File: src/rtl/asm_pkg.sv
// asm_pkg: shared types, constants and codes for the anchored sequence merge
// used by asm_scan_unit, asm_seq and anchored_sequence_merge_core
// no dependencies
package asm_pkg;

  localparam int MAX_LEN = 32;
  localparam int VAL_W   = 31;
  localparam int CNT_W   = $clog2(MAX_LEN + 1);
  localparam int ADDR_W  = (MAX_LEN > 1) ? $clog2(MAX_LEN) : 1;
  localparam int N_W     = CNT_W + 1;

  typedef enum logic [1:0] {
    OP_APPEND_FIRST  = 2'd0,
    OP_APPEND_SECOND = 2'd1,
    OP_APPEND_ANCHOR = 2'd2,
    OP_RUN           = 2'd3
  } op_e;

  typedef enum logic [1:0] {
    ST_OK       = 2'd0,
    ST_MISSING  = 2'd1,
    ST_OVERFLOW = 2'd2
  } status_e;

  typedef enum logic [2:0] {
    S_IDLE,
    S_SCAN_FIRST,
    S_SCAN_SECOND,
    S_PUT_ANCHOR,
    S_TAIL_FIRST,
    S_TAIL_SECOND,
    S_SINGLE
  } state_e;

  // element taken from the list under scan and its match against the anchor
  typedef struct packed {
    logic [VAL_W-1:0] elem;
    logic             hit;
  } scan_t;

  // write port control for the three list memories
  typedef struct packed {
    logic              we_first;
    logic              we_second;
    logic              we_anchor;
    logic [ADDR_W-1:0] addr;
    logic [VAL_W-1:0]  data;
  } wr_t;

  // one result item handed to the output register
  typedef struct packed {
    logic             valid;
    logic [VAL_W-1:0] value;
    logic             last;
    status_e          status;
    logic             empty;
  } emit_t;

endpackage

File: src/rtl/anchored_sequence_merge_core.sv
// anchored_sequence_merge_core: top level of the anchored sequence merge
// depends on asm_pkg, asm_ram, asm_scan_unit and asm_seq
//
// Three lists of 31-bit values (first, second, anchor; up to MAX_LEN = 32
// each) are loaded one element per transfer with op 0, 1 or 2; a load gives
// no result of its own, and a load into a full list is dropped and
// remembered as an overflow. A transfer with op 3 runs the merge: for each
// anchor, the first-list elements before its next match, then the same in the
// second list, then the anchor; after the last anchor the rest of the first
// list and then the rest of the second. Results leave one per transfer with
// last set on the final one. A pending overflow gives a single item with
// status 2, an anchor missing from either list a single item with status 1,
// and an empty merge a single item with empty_res set. Every run clears all
// lists and the overflow flag. Each list sits in its own memory, and a single
// compare unit checks one element per cycle against the current anchor while
// the output side keeps up. A run with anchors walks the lists twice: a check
// pass that only confirms every anchor is found, visiting elements only as
// far as the last anchor's match in each list, then an emit pass that visits
// each list element once (emitted or skipped as an anchor match), each anchor
// once and moves on from the first tail to the second when the first list
// ends (fc, sc, ac: list lengths); it yields fc + sc - ac results. A missing
// anchor cuts the check short and ends with its single item; an overflow run
// or an empty merge gives just its single item. New input is taken only
// between runs.
module anchored_sequence_merge_core import asm_pkg::*; (
  input  logic             clk_i,
  input  logic             rst_ni,
  input  logic             in_valid_i,
  output logic             in_ready_o,
  input  logic [1:0]       op_i,
  input  logic [VAL_W-1:0] value_i,
  output logic             out_valid_o,
  input  logic             out_ready_i,
  output logic [VAL_W-1:0] value_res_o,
  output logic             last_o,
  output logic [1:0]       status_o,
  output logic             empty_res_o
);

  wr_t               wr;
  emit_t             emit;
  scan_t             scan;
  logic [ADDR_W-1:0] first_raddr, second_raddr, anchor_raddr;
  logic [VAL_W-1:0]  first_data, second_data, anchor_data;
  logic              scan_second;
  logic              slot_free;

  // result register
  logic              out_valid_q;
  logic [VAL_W-1:0]  value_q;
  logic              last_q;
  status_e           status_q;
  logic              empty_q;

  // the result register can take a new item when empty or being drained
  assign slot_free = !out_valid_q || out_ready_i;

  // list memories, read address follows the next pointer so the read
  // data always matches the current pointer
  asm_ram #(.WIDTH(VAL_W), .DEPTH(MAX_LEN), .AW(ADDR_W)) u_first_ram (
    .clk_i   (clk_i),
    .we_i    (wr.we_first),
    .waddr_i (wr.addr),
    .wdata_i (wr.data),
    .raddr_i (first_raddr),
    .rdata_o (first_data)
  );

  asm_ram #(.WIDTH(VAL_W), .DEPTH(MAX_LEN), .AW(ADDR_W)) u_second_ram (
    .clk_i   (clk_i),
    .we_i    (wr.we_second),
    .waddr_i (wr.addr),
    .wdata_i (wr.data),
    .raddr_i (second_raddr),
    .rdata_o (second_data)
  );

  asm_ram #(.WIDTH(VAL_W), .DEPTH(MAX_LEN), .AW(ADDR_W)) u_anchor_ram (
    .clk_i   (clk_i),
    .we_i    (wr.we_anchor),
    .waddr_i (wr.addr),
    .wdata_i (wr.data),
    .raddr_i (anchor_raddr),
    .rdata_o (anchor_data)
  );

  // shared element select and anchor compare
  asm_scan_unit u_scan (
    .first_data_i  (first_data),
    .second_data_i (second_data),
    .anchor_data_i (anchor_data),
    .sel_second_i  (scan_second),
    .scan_o        (scan)
  );

  // sequencer: loads, check pass, emit pass
  asm_seq u_seq (
    .clk_i          (clk_i),
    .rst_ni         (rst_ni),
    .in_valid_i     (in_valid_i),
    .in_ready_o     (in_ready_o),
    .op_i           (op_i),
    .value_i        (value_i),
    .scan_i         (scan),
    .anchor_data_i  (anchor_data),
    .slot_free_i    (slot_free),
    .wr_o           (wr),
    .first_raddr_o  (first_raddr),
    .second_raddr_o (second_raddr),
    .anchor_raddr_o (anchor_raddr),
    .scan_second_o  (scan_second),
    .emit_o         (emit)
  );

  // output valid flag
  always_ff @(posedge clk_i or negedge rst_ni) begin
    if (!rst_ni) begin
      out_valid_q <= 1'b0;
    end else if (emit.valid) begin
      out_valid_q <= 1'b1;
    end else if (out_ready_i) begin
      out_valid_q <= 1'b0;
    end
  end

  // output payload, loaded only when a new item is emitted
  always_ff @(posedge clk_i) begin
    if (emit.valid) begin
      value_q  <= emit.value;
      last_q   <= emit.last;
      status_q <= emit.status;
      empty_q  <= emit.empty;
    end
  end

  assign out_valid_o = out_valid_q;
  assign value_res_o = value_q;
  assign last_o      = last_q;
  assign status_o    = status_q;
  assign empty_res_o = empty_q;

endmodule

File: src/rtl/asm_ram.sv
// asm_ram: generic single write port, single read port memory
// read data is registered; no dependencies
module asm_ram #(
  parameter int WIDTH = 8,
  parameter int DEPTH = 16,
  parameter int AW    = (DEPTH > 1) ? $clog2(DEPTH) : 1
) (
  input  logic             clk_i,
  input  logic             we_i,
  input  logic [AW-1:0]    waddr_i,
  input  logic [WIDTH-1:0] wdata_i,
  input  logic [AW-1:0]    raddr_i,
  output logic [WIDTH-1:0] rdata_o
);

  logic [WIDTH-1:0] mem_q [DEPTH];
  logic [WIDTH-1:0] rdata_q;

  always_ff @(posedge clk_i) begin
    if (we_i) begin
      mem_q[waddr_i] <= wdata_i;
    end
    rdata_q <= mem_q[raddr_i];
  end

  assign rdata_o = rdata_q;

endmodule

File: src/rtl/asm_scan_unit.sv
// asm_scan_unit: shared element select and anchor compare
// depends on asm_pkg
module asm_scan_unit import asm_pkg::*; (
  input  logic [VAL_W-1:0] first_data_i,
  input  logic [VAL_W-1:0] second_data_i,
  input  logic [VAL_W-1:0] anchor_data_i,
  input  logic             sel_second_i,
  output scan_t            scan_o
);

  logic [VAL_W-1:0] elem;

  assign elem        = sel_second_i ? second_data_i : first_data_i;
  assign scan_o.elem = elem;
  assign scan_o.hit  = (elem == anchor_data_i);

endmodule

File: src/rtl/asm_seq.sv
// asm_seq: load counters, list pointers and the run sequencer
// depends on asm_pkg; drives the list memories and the result register
module asm_seq import asm_pkg::*; (
  input  logic              clk_i,
  input  logic              rst_ni,
  input  logic              in_valid_i,
  output logic              in_ready_o,
  input  logic [1:0]        op_i,
  input  logic [VAL_W-1:0]  value_i,
  input  scan_t             scan_i,
  input  logic [VAL_W-1:0]  anchor_data_i,
  input  logic              slot_free_i,
  output wr_t               wr_o,
  output logic [ADDR_W-1:0] first_raddr_o,
  output logic [ADDR_W-1:0] second_raddr_o,
  output logic [ADDR_W-1:0] anchor_raddr_o,
  output logic              scan_second_o,
  output emit_t             emit_o
);

  state_e            state_q, state_d;
  logic [CNT_W-1:0]  fc_q, fc_d, sc_q, sc_d, ac_q, ac_d;
  logic [CNT_W-1:0]  i_q, i_d, j_q, j_d, z_q, z_d;
  logic [N_W-1:0]    outcnt_q, outcnt_d;
  logic              ovf_q, ovf_d;
  logic              emit_pass_q, emit_pass_d;
  status_e           st_q, st_d;

  op_e               op;
  logic              accept;
  logic              end_first, end_second, last_anchor, go, last_item;
  logic [N_W-1:0]    total;

  assign op          = op_e'(op_i);
  assign in_ready_o  = (state_q == S_IDLE);
  assign accept      = in_valid_i & in_ready_o;
  assign end_first   = (i_q >= fc_q);
  assign end_second  = (j_q >= sc_q);
  assign last_anchor = (CNT_W'(z_q + 1'b1) == ac_q);
  assign go          = !emit_pass_q || slot_free_i;
  assign total       = N_W'(fc_q) + N_W'(sc_q) - N_W'(ac_q);
  assign last_item   = (outcnt_q == (total - N_W'(1)));

  assign scan_second_o  = (state_q == S_SCAN_SECOND) || (state_q == S_TAIL_SECOND);
  assign first_raddr_o  = i_d[ADDR_W-1:0];
  assign second_raddr_o = j_d[ADDR_W-1:0];
  assign anchor_raddr_o = z_d[ADDR_W-1:0];

  // next state
  always_comb begin
    state_d = state_q;
    unique case (state_q)
      S_IDLE: begin
        if (accept && (op == OP_RUN)) begin
          if (ovf_q) begin
            state_d = S_SINGLE;
          end else if (ac_q != '0) begin
            state_d = S_SCAN_FIRST;
          end else if ((fc_q == '0) && (sc_q == '0)) begin
            state_d = S_SINGLE;
          end else begin
            state_d = S_TAIL_FIRST;
          end
        end
      end
      S_SCAN_FIRST: begin
        if (end_first) begin
          state_d = S_SINGLE;
        end else if (scan_i.hit) begin
          state_d = S_SCAN_SECOND;
        end
      end
      S_SCAN_SECOND: begin
        if (end_second) begin
          state_d = S_SINGLE;
        end else if (scan_i.hit) begin
          state_d = emit_pass_q ? S_PUT_ANCHOR : S_SCAN_FIRST;
        end
      end
      S_PUT_ANCHOR: begin
        if (slot_free_i) begin
          if (last_item) begin
            state_d = S_IDLE;
          end else if (last_anchor) begin
            state_d = S_TAIL_FIRST;
          end else begin
            state_d = S_SCAN_FIRST;
          end
        end
      end
      S_TAIL_FIRST: begin
        if (end_first) begin
          state_d = S_TAIL_SECOND;
        end else if (slot_free_i && last_item) begin
          state_d = S_IDLE;
        end
      end
      S_TAIL_SECOND: begin
        if (end_second || (slot_free_i && last_item)) begin
          state_d = S_IDLE;
        end
      end
      S_SINGLE: begin
        if (slot_free_i) begin
          state_d = S_IDLE;
        end
      end
      default: state_d = S_IDLE;
    endcase
  end

  // datapath updates and emitted items
  always_comb begin
    fc_d        = fc_q;
    sc_d        = sc_q;
    ac_d        = ac_q;
    i_d         = i_q;
    j_d         = j_q;
    z_d         = z_q;
    outcnt_d    = outcnt_q;
    ovf_d       = ovf_q;
    emit_pass_d = emit_pass_q;
    st_d        = st_q;
    wr_o        = '{we_first: 1'b0, we_second: 1'b0, we_anchor: 1'b0,
                    addr: '0, data: value_i};
    emit_o      = '{valid: 1'b0, value: scan_i.elem, last: last_item,
                    status: ST_OK, empty: 1'b0};
    unique case (state_q)
      S_IDLE: begin
        if (accept) begin
          unique case (op)
            OP_APPEND_FIRST: begin
              wr_o.addr = fc_q[ADDR_W-1:0];
              if (fc_q < CNT_W'(MAX_LEN)) begin
                wr_o.we_first = 1'b1;
                fc_d          = fc_q + 1'b1;
              end else begin
                ovf_d = 1'b1;
              end
            end
            OP_APPEND_SECOND: begin
              wr_o.addr = sc_q[ADDR_W-1:0];
              if (sc_q < CNT_W'(MAX_LEN)) begin
                wr_o.we_second = 1'b1;
                sc_d           = sc_q + 1'b1;
              end else begin
                ovf_d = 1'b1;
              end
            end
            OP_APPEND_ANCHOR: begin
              wr_o.addr = ac_q[ADDR_W-1:0];
              if (ac_q < CNT_W'(MAX_LEN)) begin
                wr_o.we_anchor = 1'b1;
                ac_d           = ac_q + 1'b1;
              end else begin
                ovf_d = 1'b1;
              end
            end
            OP_RUN: begin
              i_d         = '0;
              j_d         = '0;
              z_d         = '0;
              outcnt_d    = '0;
              emit_pass_d = (ac_q == '0);
              st_d        = ovf_q ? ST_OVERFLOW : ST_OK;
            end
            default: ;
          endcase
        end
      end
      S_SCAN_FIRST: begin
        if (end_first) begin
          st_d = ST_MISSING;
        end else if (scan_i.hit) begin
          i_d = i_q + 1'b1;
        end else if (go) begin
          i_d          = i_q + 1'b1;
          emit_o.valid = emit_pass_q;
          outcnt_d     = emit_pass_q ? outcnt_q + 1'b1 : outcnt_q;
        end
      end
      S_SCAN_SECOND: begin
        if (end_second) begin
          st_d = ST_MISSING;
        end else if (scan_i.hit) begin
          j_d = j_q + 1'b1;
          if (!emit_pass_q) begin
            if (last_anchor) begin
              // every anchor found: rewind and walk again, emitting
              i_d         = '0;
              j_d         = '0;
              z_d         = '0;
              emit_pass_d = 1'b1;
            end else begin
              z_d = z_q + 1'b1;
            end
          end
        end else if (go) begin
          j_d          = j_q + 1'b1;
          emit_o.valid = emit_pass_q;
          outcnt_d     = emit_pass_q ? outcnt_q + 1'b1 : outcnt_q;
        end
      end
      S_PUT_ANCHOR: begin
        emit_o.value = anchor_data_i;
        if (slot_free_i) begin
          emit_o.valid = 1'b1;
          z_d          = z_q + 1'b1;
          outcnt_d     = outcnt_q + 1'b1;
        end
      end
      S_TAIL_FIRST: begin
        if (!end_first && slot_free_i) begin
          emit_o.valid = 1'b1;
          i_d          = i_q + 1'b1;
          outcnt_d     = outcnt_q + 1'b1;
        end
      end
      S_TAIL_SECOND: begin
        if (!end_second && slot_free_i) begin
          emit_o.valid = 1'b1;
          j_d          = j_q + 1'b1;
          outcnt_d     = outcnt_q + 1'b1;
        end
      end
      S_SINGLE: begin
        emit_o.value  = '0;
        emit_o.last   = 1'b1;
        emit_o.status = st_q;
        emit_o.empty  = (st_q == ST_OK);
        emit_o.valid  = slot_free_i;
      end
      default: ;
    endcase
    // run finished: lists and overflow flag clear
    if ((state_q != S_IDLE) && (state_d == S_IDLE)) begin
      fc_d  = '0;
      sc_d  = '0;
      ac_d  = '0;
      i_d   = '0;
      j_d   = '0;
      z_d   = '0;
      ovf_d = 1'b0;
    end
  end

  always_ff @(posedge clk_i or negedge rst_ni) begin
    if (!rst_ni) begin
      state_q     <= S_IDLE;
      fc_q        <= '0;
      sc_q        <= '0;
      ac_q        <= '0;
      i_q         <= '0;
      j_q         <= '0;
      z_q         <= '0;
      outcnt_q    <= '0;
      ovf_q       <= 1'b0;
      emit_pass_q <= 1'b0;
      st_q        <= ST_OK;
    end else begin
      state_q     <= state_d;
      fc_q        <= fc_d;
      sc_q        <= sc_d;
      ac_q        <= ac_d;
      i_q         <= i_d;
      j_q         <= j_d;
      z_q         <= z_d;
      outcnt_q    <= outcnt_d;
      ovf_q       <= ovf_d;
      emit_pass_q <= emit_pass_d;
      st_q        <= st_d;
    end
  end

`ifndef SYNTHESIS
  a_emit_needs_slot: assert property (@(posedge clk_i) disable iff (!rst_ni)
    emit_o.valid |-> slot_free_i)
    else $error("item emitted while result register is full");

  a_counts_bounded: assert property (@(posedge clk_i) disable iff (!rst_ni)
    (fc_q <= CNT_W'(MAX_LEN)) && (sc_q <= CNT_W'(MAX_LEN)) && (ac_q <= CNT_W'(MAX_LEN)))
    else $error("list count beyond capacity");

  a_no_extra_items: assert property (@(posedge clk_i) disable iff (!rst_ni)
    (emit_o.valid && (state_q != S_SINGLE)) |-> (emit_pass_q && (outcnt_q < total)))
    else $error("merge emitted more items than it holds");

  a_single_ends_run: assert property (@(posedge clk_i) disable iff (!rst_ni)
    ((state_q == S_SINGLE) && slot_free_i) |=> ((state_q == S_IDLE) && (fc_q == '0)))
    else $error("run did not finish after its single item");
`endif

endmodule

File: config.mk
export PLATFORM = sky130hd
export DESIGN_NAME = anchored_sequence_merge_core
export DESIGN_NICKNAME = d
export VERILOG_FILES = /design/src/rtl/asm_pkg.sv /design/src/rtl/anchored_sequence_merge_core.sv /design/src/rtl/asm_ram.sv /design/src/rtl/asm_scan_unit.sv /design/src/rtl/asm_seq.sv
export SDC_FILE = /design/constraint.sdc
export NUM_CORES = 2
export LEC_CHECK = 0
export BUFFER_PORTS_ARGS = -buffer_cell sky130_fd_sc_hd__buf_2
export CAP_MARGIN = 20
export CORE_MARGIN = 2
export CORE_UTILIZATION = 63
export DETAILED_ROUTE_END_ITERATION = 6
export PLACE_DENSITY_LB_ADDON = 0.2
export SLEW_MARGIN = 20
export SYNTH_ARGS = -nofsm -noshare
export SYNTH_HDL_FRONTEND = slang
export SYNTH_SLANG_ARGS = --single-unit
File: constraint.sdc
create_clock -name clk_i -period 6.8 [get_ports clk_i]
set_input_delay 0 -clock clk_i [delete_from_list [all_inputs] [get_ports clk_i]]
set_output_delay 0 -clock clk_i [all_outputs]
set_load 0.01 [all_outputs]
==> qor.csv <==
metric;value;unit
async_reset_ff_frac;0.0162;
endpoint;u_first_ram.rdata_o[18]$_DFF_P_;
antenna_found_initial;26;
grt_use_total;0.359;
gr-total-overflow;0;
tightest_slew;1.21;ns
hold_class;input port to register;
place_inst;10800;
worst_hold_slack;0.0546;ns
reg2reg_depth;19;
clkTransAtPathRegs;0.07;ns
worstSkewPairLatency;0.99;ns
rsz0062_at_grt;false;
fin_setup_tns;0;ns
crit_type;register to register;
yosysTopAreaCell;edfxtp_1;
clkSinkCount;3155;
core;0.197;mm2
wire_per_inst;32.1;um
setup_viol;0;
layout.nets;8652;
synth_nets;8438;
cts_made_buffers;317;
synth_commonest_cells;edfxtp_1 (3,011), nand2_1 (1,337), mux2i_1 (569);
die_h;449;um
dr.pass1.iters;7;
area_growth_syn_to_layout;12.8;%
avgSynthCellArea;14.9;um2
hpwl;215;mm
cts_buffer_depth;4;
synth_top_cells_by_area;edfxtp_1 (72%), mux2i_1 (4.6%), nand2_1 (4.0%), nand3_1 (2.2%), dfxtp_1 (1.5%);
syn_area;0.125;mm2
synth.top_cell.area_share;0.724;
htreeDepth;5;
synth_most_common_cell;edfxtp_1;
netlist_instances;8367;
yosysSeqAreaShare;0.749;
cts_root_buf;clkbuf_16;
die_x;449;um
grt_pass1_wl;524;mm
slew_headroom;0.191;
fin_util;0.714;
stdcell_count;11500;
power_leakage;0.0474;uW
cts_tree;done;
vdd_drop_max;0.00100;V
ys_types;86;
critical_path_required;7.60;ns
synth_edf_count;3011;
clock_skew;0.0763;ns
drv_slew;0;
startpoint_type;register;
cp_slowest_cell;nor4_1;
ys_warn_count;0;
worstReg2RegStart;u_seq.sc_q[1]$_DFFE_PN0P_;
synth_flop_cell;edfxtp_1;
grt_max_degree;180;
row_count;163;
outcome;complete, but fails checks;
ant_nets;0;
worstReg2RegEnd;u_first_ram.rdata_o[18]$_DFF_P_;
max_cap_violations;0;
grt_pass1_vias;74400;
post-route-period-util;0.972;
powerDensity;411;mW/mm2
r2r_setup_slack;0.19;ns
die_area;0.202;mm2
path_cells;inv_1 > fa_1 > inv_1 > ha_1 > fa_1 > xor2_1 > nor4_1 > o2111ai_1 > a32o_1 > a2111o_1 > nand2b_1 > or3_4 > nand2_4 > buf_12 > buf_4 > mux2i_1 > o22ai_1 > nor4_1 > o32ai_1;
vias;78300;
hold_viol;0;
portBuffers;73;
synth-seq-cells;3155;
arrival;7.41;ns
gp_congestion;0.952;
crit_fanout;92;
start_util;0.633;
avgViaCountPerCell;6.84;
fin_crit;6.61;ns
drive_above_1_share;0.122;
violations;DRC;
startpoint;u_seq.sc_q[1]$_DFFE_PN0P_;
place_area;0.130;mm2
pin_count;74;
fmax;151;MHz
drcViolationCount;1;
drt_wl_total;367;mm
design_area;0.141;mm2
cp_slowest_stage_delay;0.80;ns
worstSetupEndpointType;register;
drt_iter0_drc;12600;
[worst min path at each step]
stage                      from                             endpoint  slack (ns)  cells past startpoint
floorplan                rst_ni              out_valid_o$_DFFE_PN0P_       -0.30                      0
global placement         rst_ni            u_seq.ac_q[0]$_DFFE_PN0P_        0.24                      2
detailed placement       rst_ni             u_seq.j_q[5]$_DFFE_PN0P_        0.24                      2
CTS                 value_i[20]  u_first_ram.mem_q[30][20]$_DFFE_PP_        0.01                      2
global route         value_i[8]   u_first_ram.mem_q[26][8]$_DFFE_PP_        0.06                      2
finish               value_i[8]   u_first_ram.mem_q[26][8]$_DFFE_PP_        0.05                      2
[placed cells by master (no fill, tap or decap), types with 42 or more instances in the layout]
| cell type | instances |
|---|---|
| edfxtp_1 | 3011 |
| nand2_1 | 1332 |
| mux2i_1 | 569 |
| nand3_1 | 561 |
| clkbuf_16 | 323 |
| buf_4 | 292 |
| a31oi_1 | 168 |
| o22ai_1 | 159 |
| o21ai_0 | 145 |
| o221ai_1 | 126 |
| a21oi_1 | 125 |
| o211ai_1 | 115 |
| inv_1 | 114 |
| a32oi_1 | 95 |
| a211oi_1 | 94 |
| dfxtp_1 | 93 |
| nor2_4 | 90 |
| nand4_1 | 81 |
| clkbuf_1 | 81 |
| nor2_1 | 77 |
| a221o_1 | 71 |
| nor2b_1 | 69 |
| a221oi_1 | 65 |
| buf_12 | 65 |
| mux2_2 | 51 |
| dfrtp_1 | 50 |
| clkinv_1 | 48 |
| nor4_1 | 45 |
| dlygate4sd3_1 | 43 |
| buf_2 | 42 |
[per-layer routing]
| layer | share of wire | GRT usage |
|---|---|---|
| met1 | 0.36 | 0.494 |
| met2 | 0.46 | 0.550 |
| met3 | 0.13 | 0.0809 |
| met4 | 0.055 | 0.175 |
| met5 | 0.00013 | 0 |
[stage by stage]
step | setup WS (ns) | total power [uW]
after floorplan | 1.92 | 34500
after global placement | 0.258 | 40900
after detailed placement | 0.252 | 41200
after CTS | 0.168 | 57500
after global routing | 0.0604 | 59700
final | 0.191 | 57800
[timing repair]
item | CTS | global route
endpoints found under the hold margin | 1771 | 0
setup buffers | 0 | 2
hold buffers | 43 | 0
setup endpoints to repair | 0 | 9
resized for setup | 0 | 3
[worst max-delay path, delay by kind of cell, from the launching register on]
family	cells	cell delay, ns
buf+inv	4	0.98
simple gates	5	1.98
xor+xnor	1	0.17
fa+ha+maj	3	1.26
compound gates	5	1.27
mux	1	0.24
flops	1	0.46
[sequential cells by signal, indices dropped and copies added (netlist names), 7 cells and up]
signal                count
u_second_ram.rdata_o     31
u_first_ram.rdata_o      31
value_res_o              31
u_seq.outcnt_q            7
u_second_ram.mem_q      992
u_anchor_ram.mem_q      992
u_first_ram.mem_q       992
u_anchor_ram.rdata_o     31
[power by group]
group	leakage [uW]	switching (uW)	total (uW)	internal, uW
logic	0.0141	12200	18400	6180
clock network	0.00469	7120	16500	9410
registers	0.0285	1020	23000	21900
[layout make-up]
type	instances	area, um2
clock inverters	126	1020
diodes	9	22.5
well taps	2640	3300
repair buffers	459	4570
multi-input cells	4531	29300
flip-flops and latches	3155	93600
inverters	117	447
fillers	12300	56400
clock buffers	417	8570
[cell families (layout without fill, tap and decap cells)]
group | count (synthesis) | after routing | share of synthesized area
AO/OA/AOI/OAI | 1440 | 1441 | 0.0853
XOR/XNOR | 36 | 36 | 0.00253
adder cells (fa/ha/maj) | 34 | 34 | 0.00383
buffers and inverters | 682 | 1119 | 0.0236
flip-flops | 3155 | 3155 | 0.749
multiplexers | 631 | 631 | 0.0512
other | 0 | 9 | 0
AND/OR/NAND/NOR | 2389 | 2389 | 0.0844
(Power assumes the default switching activity.)
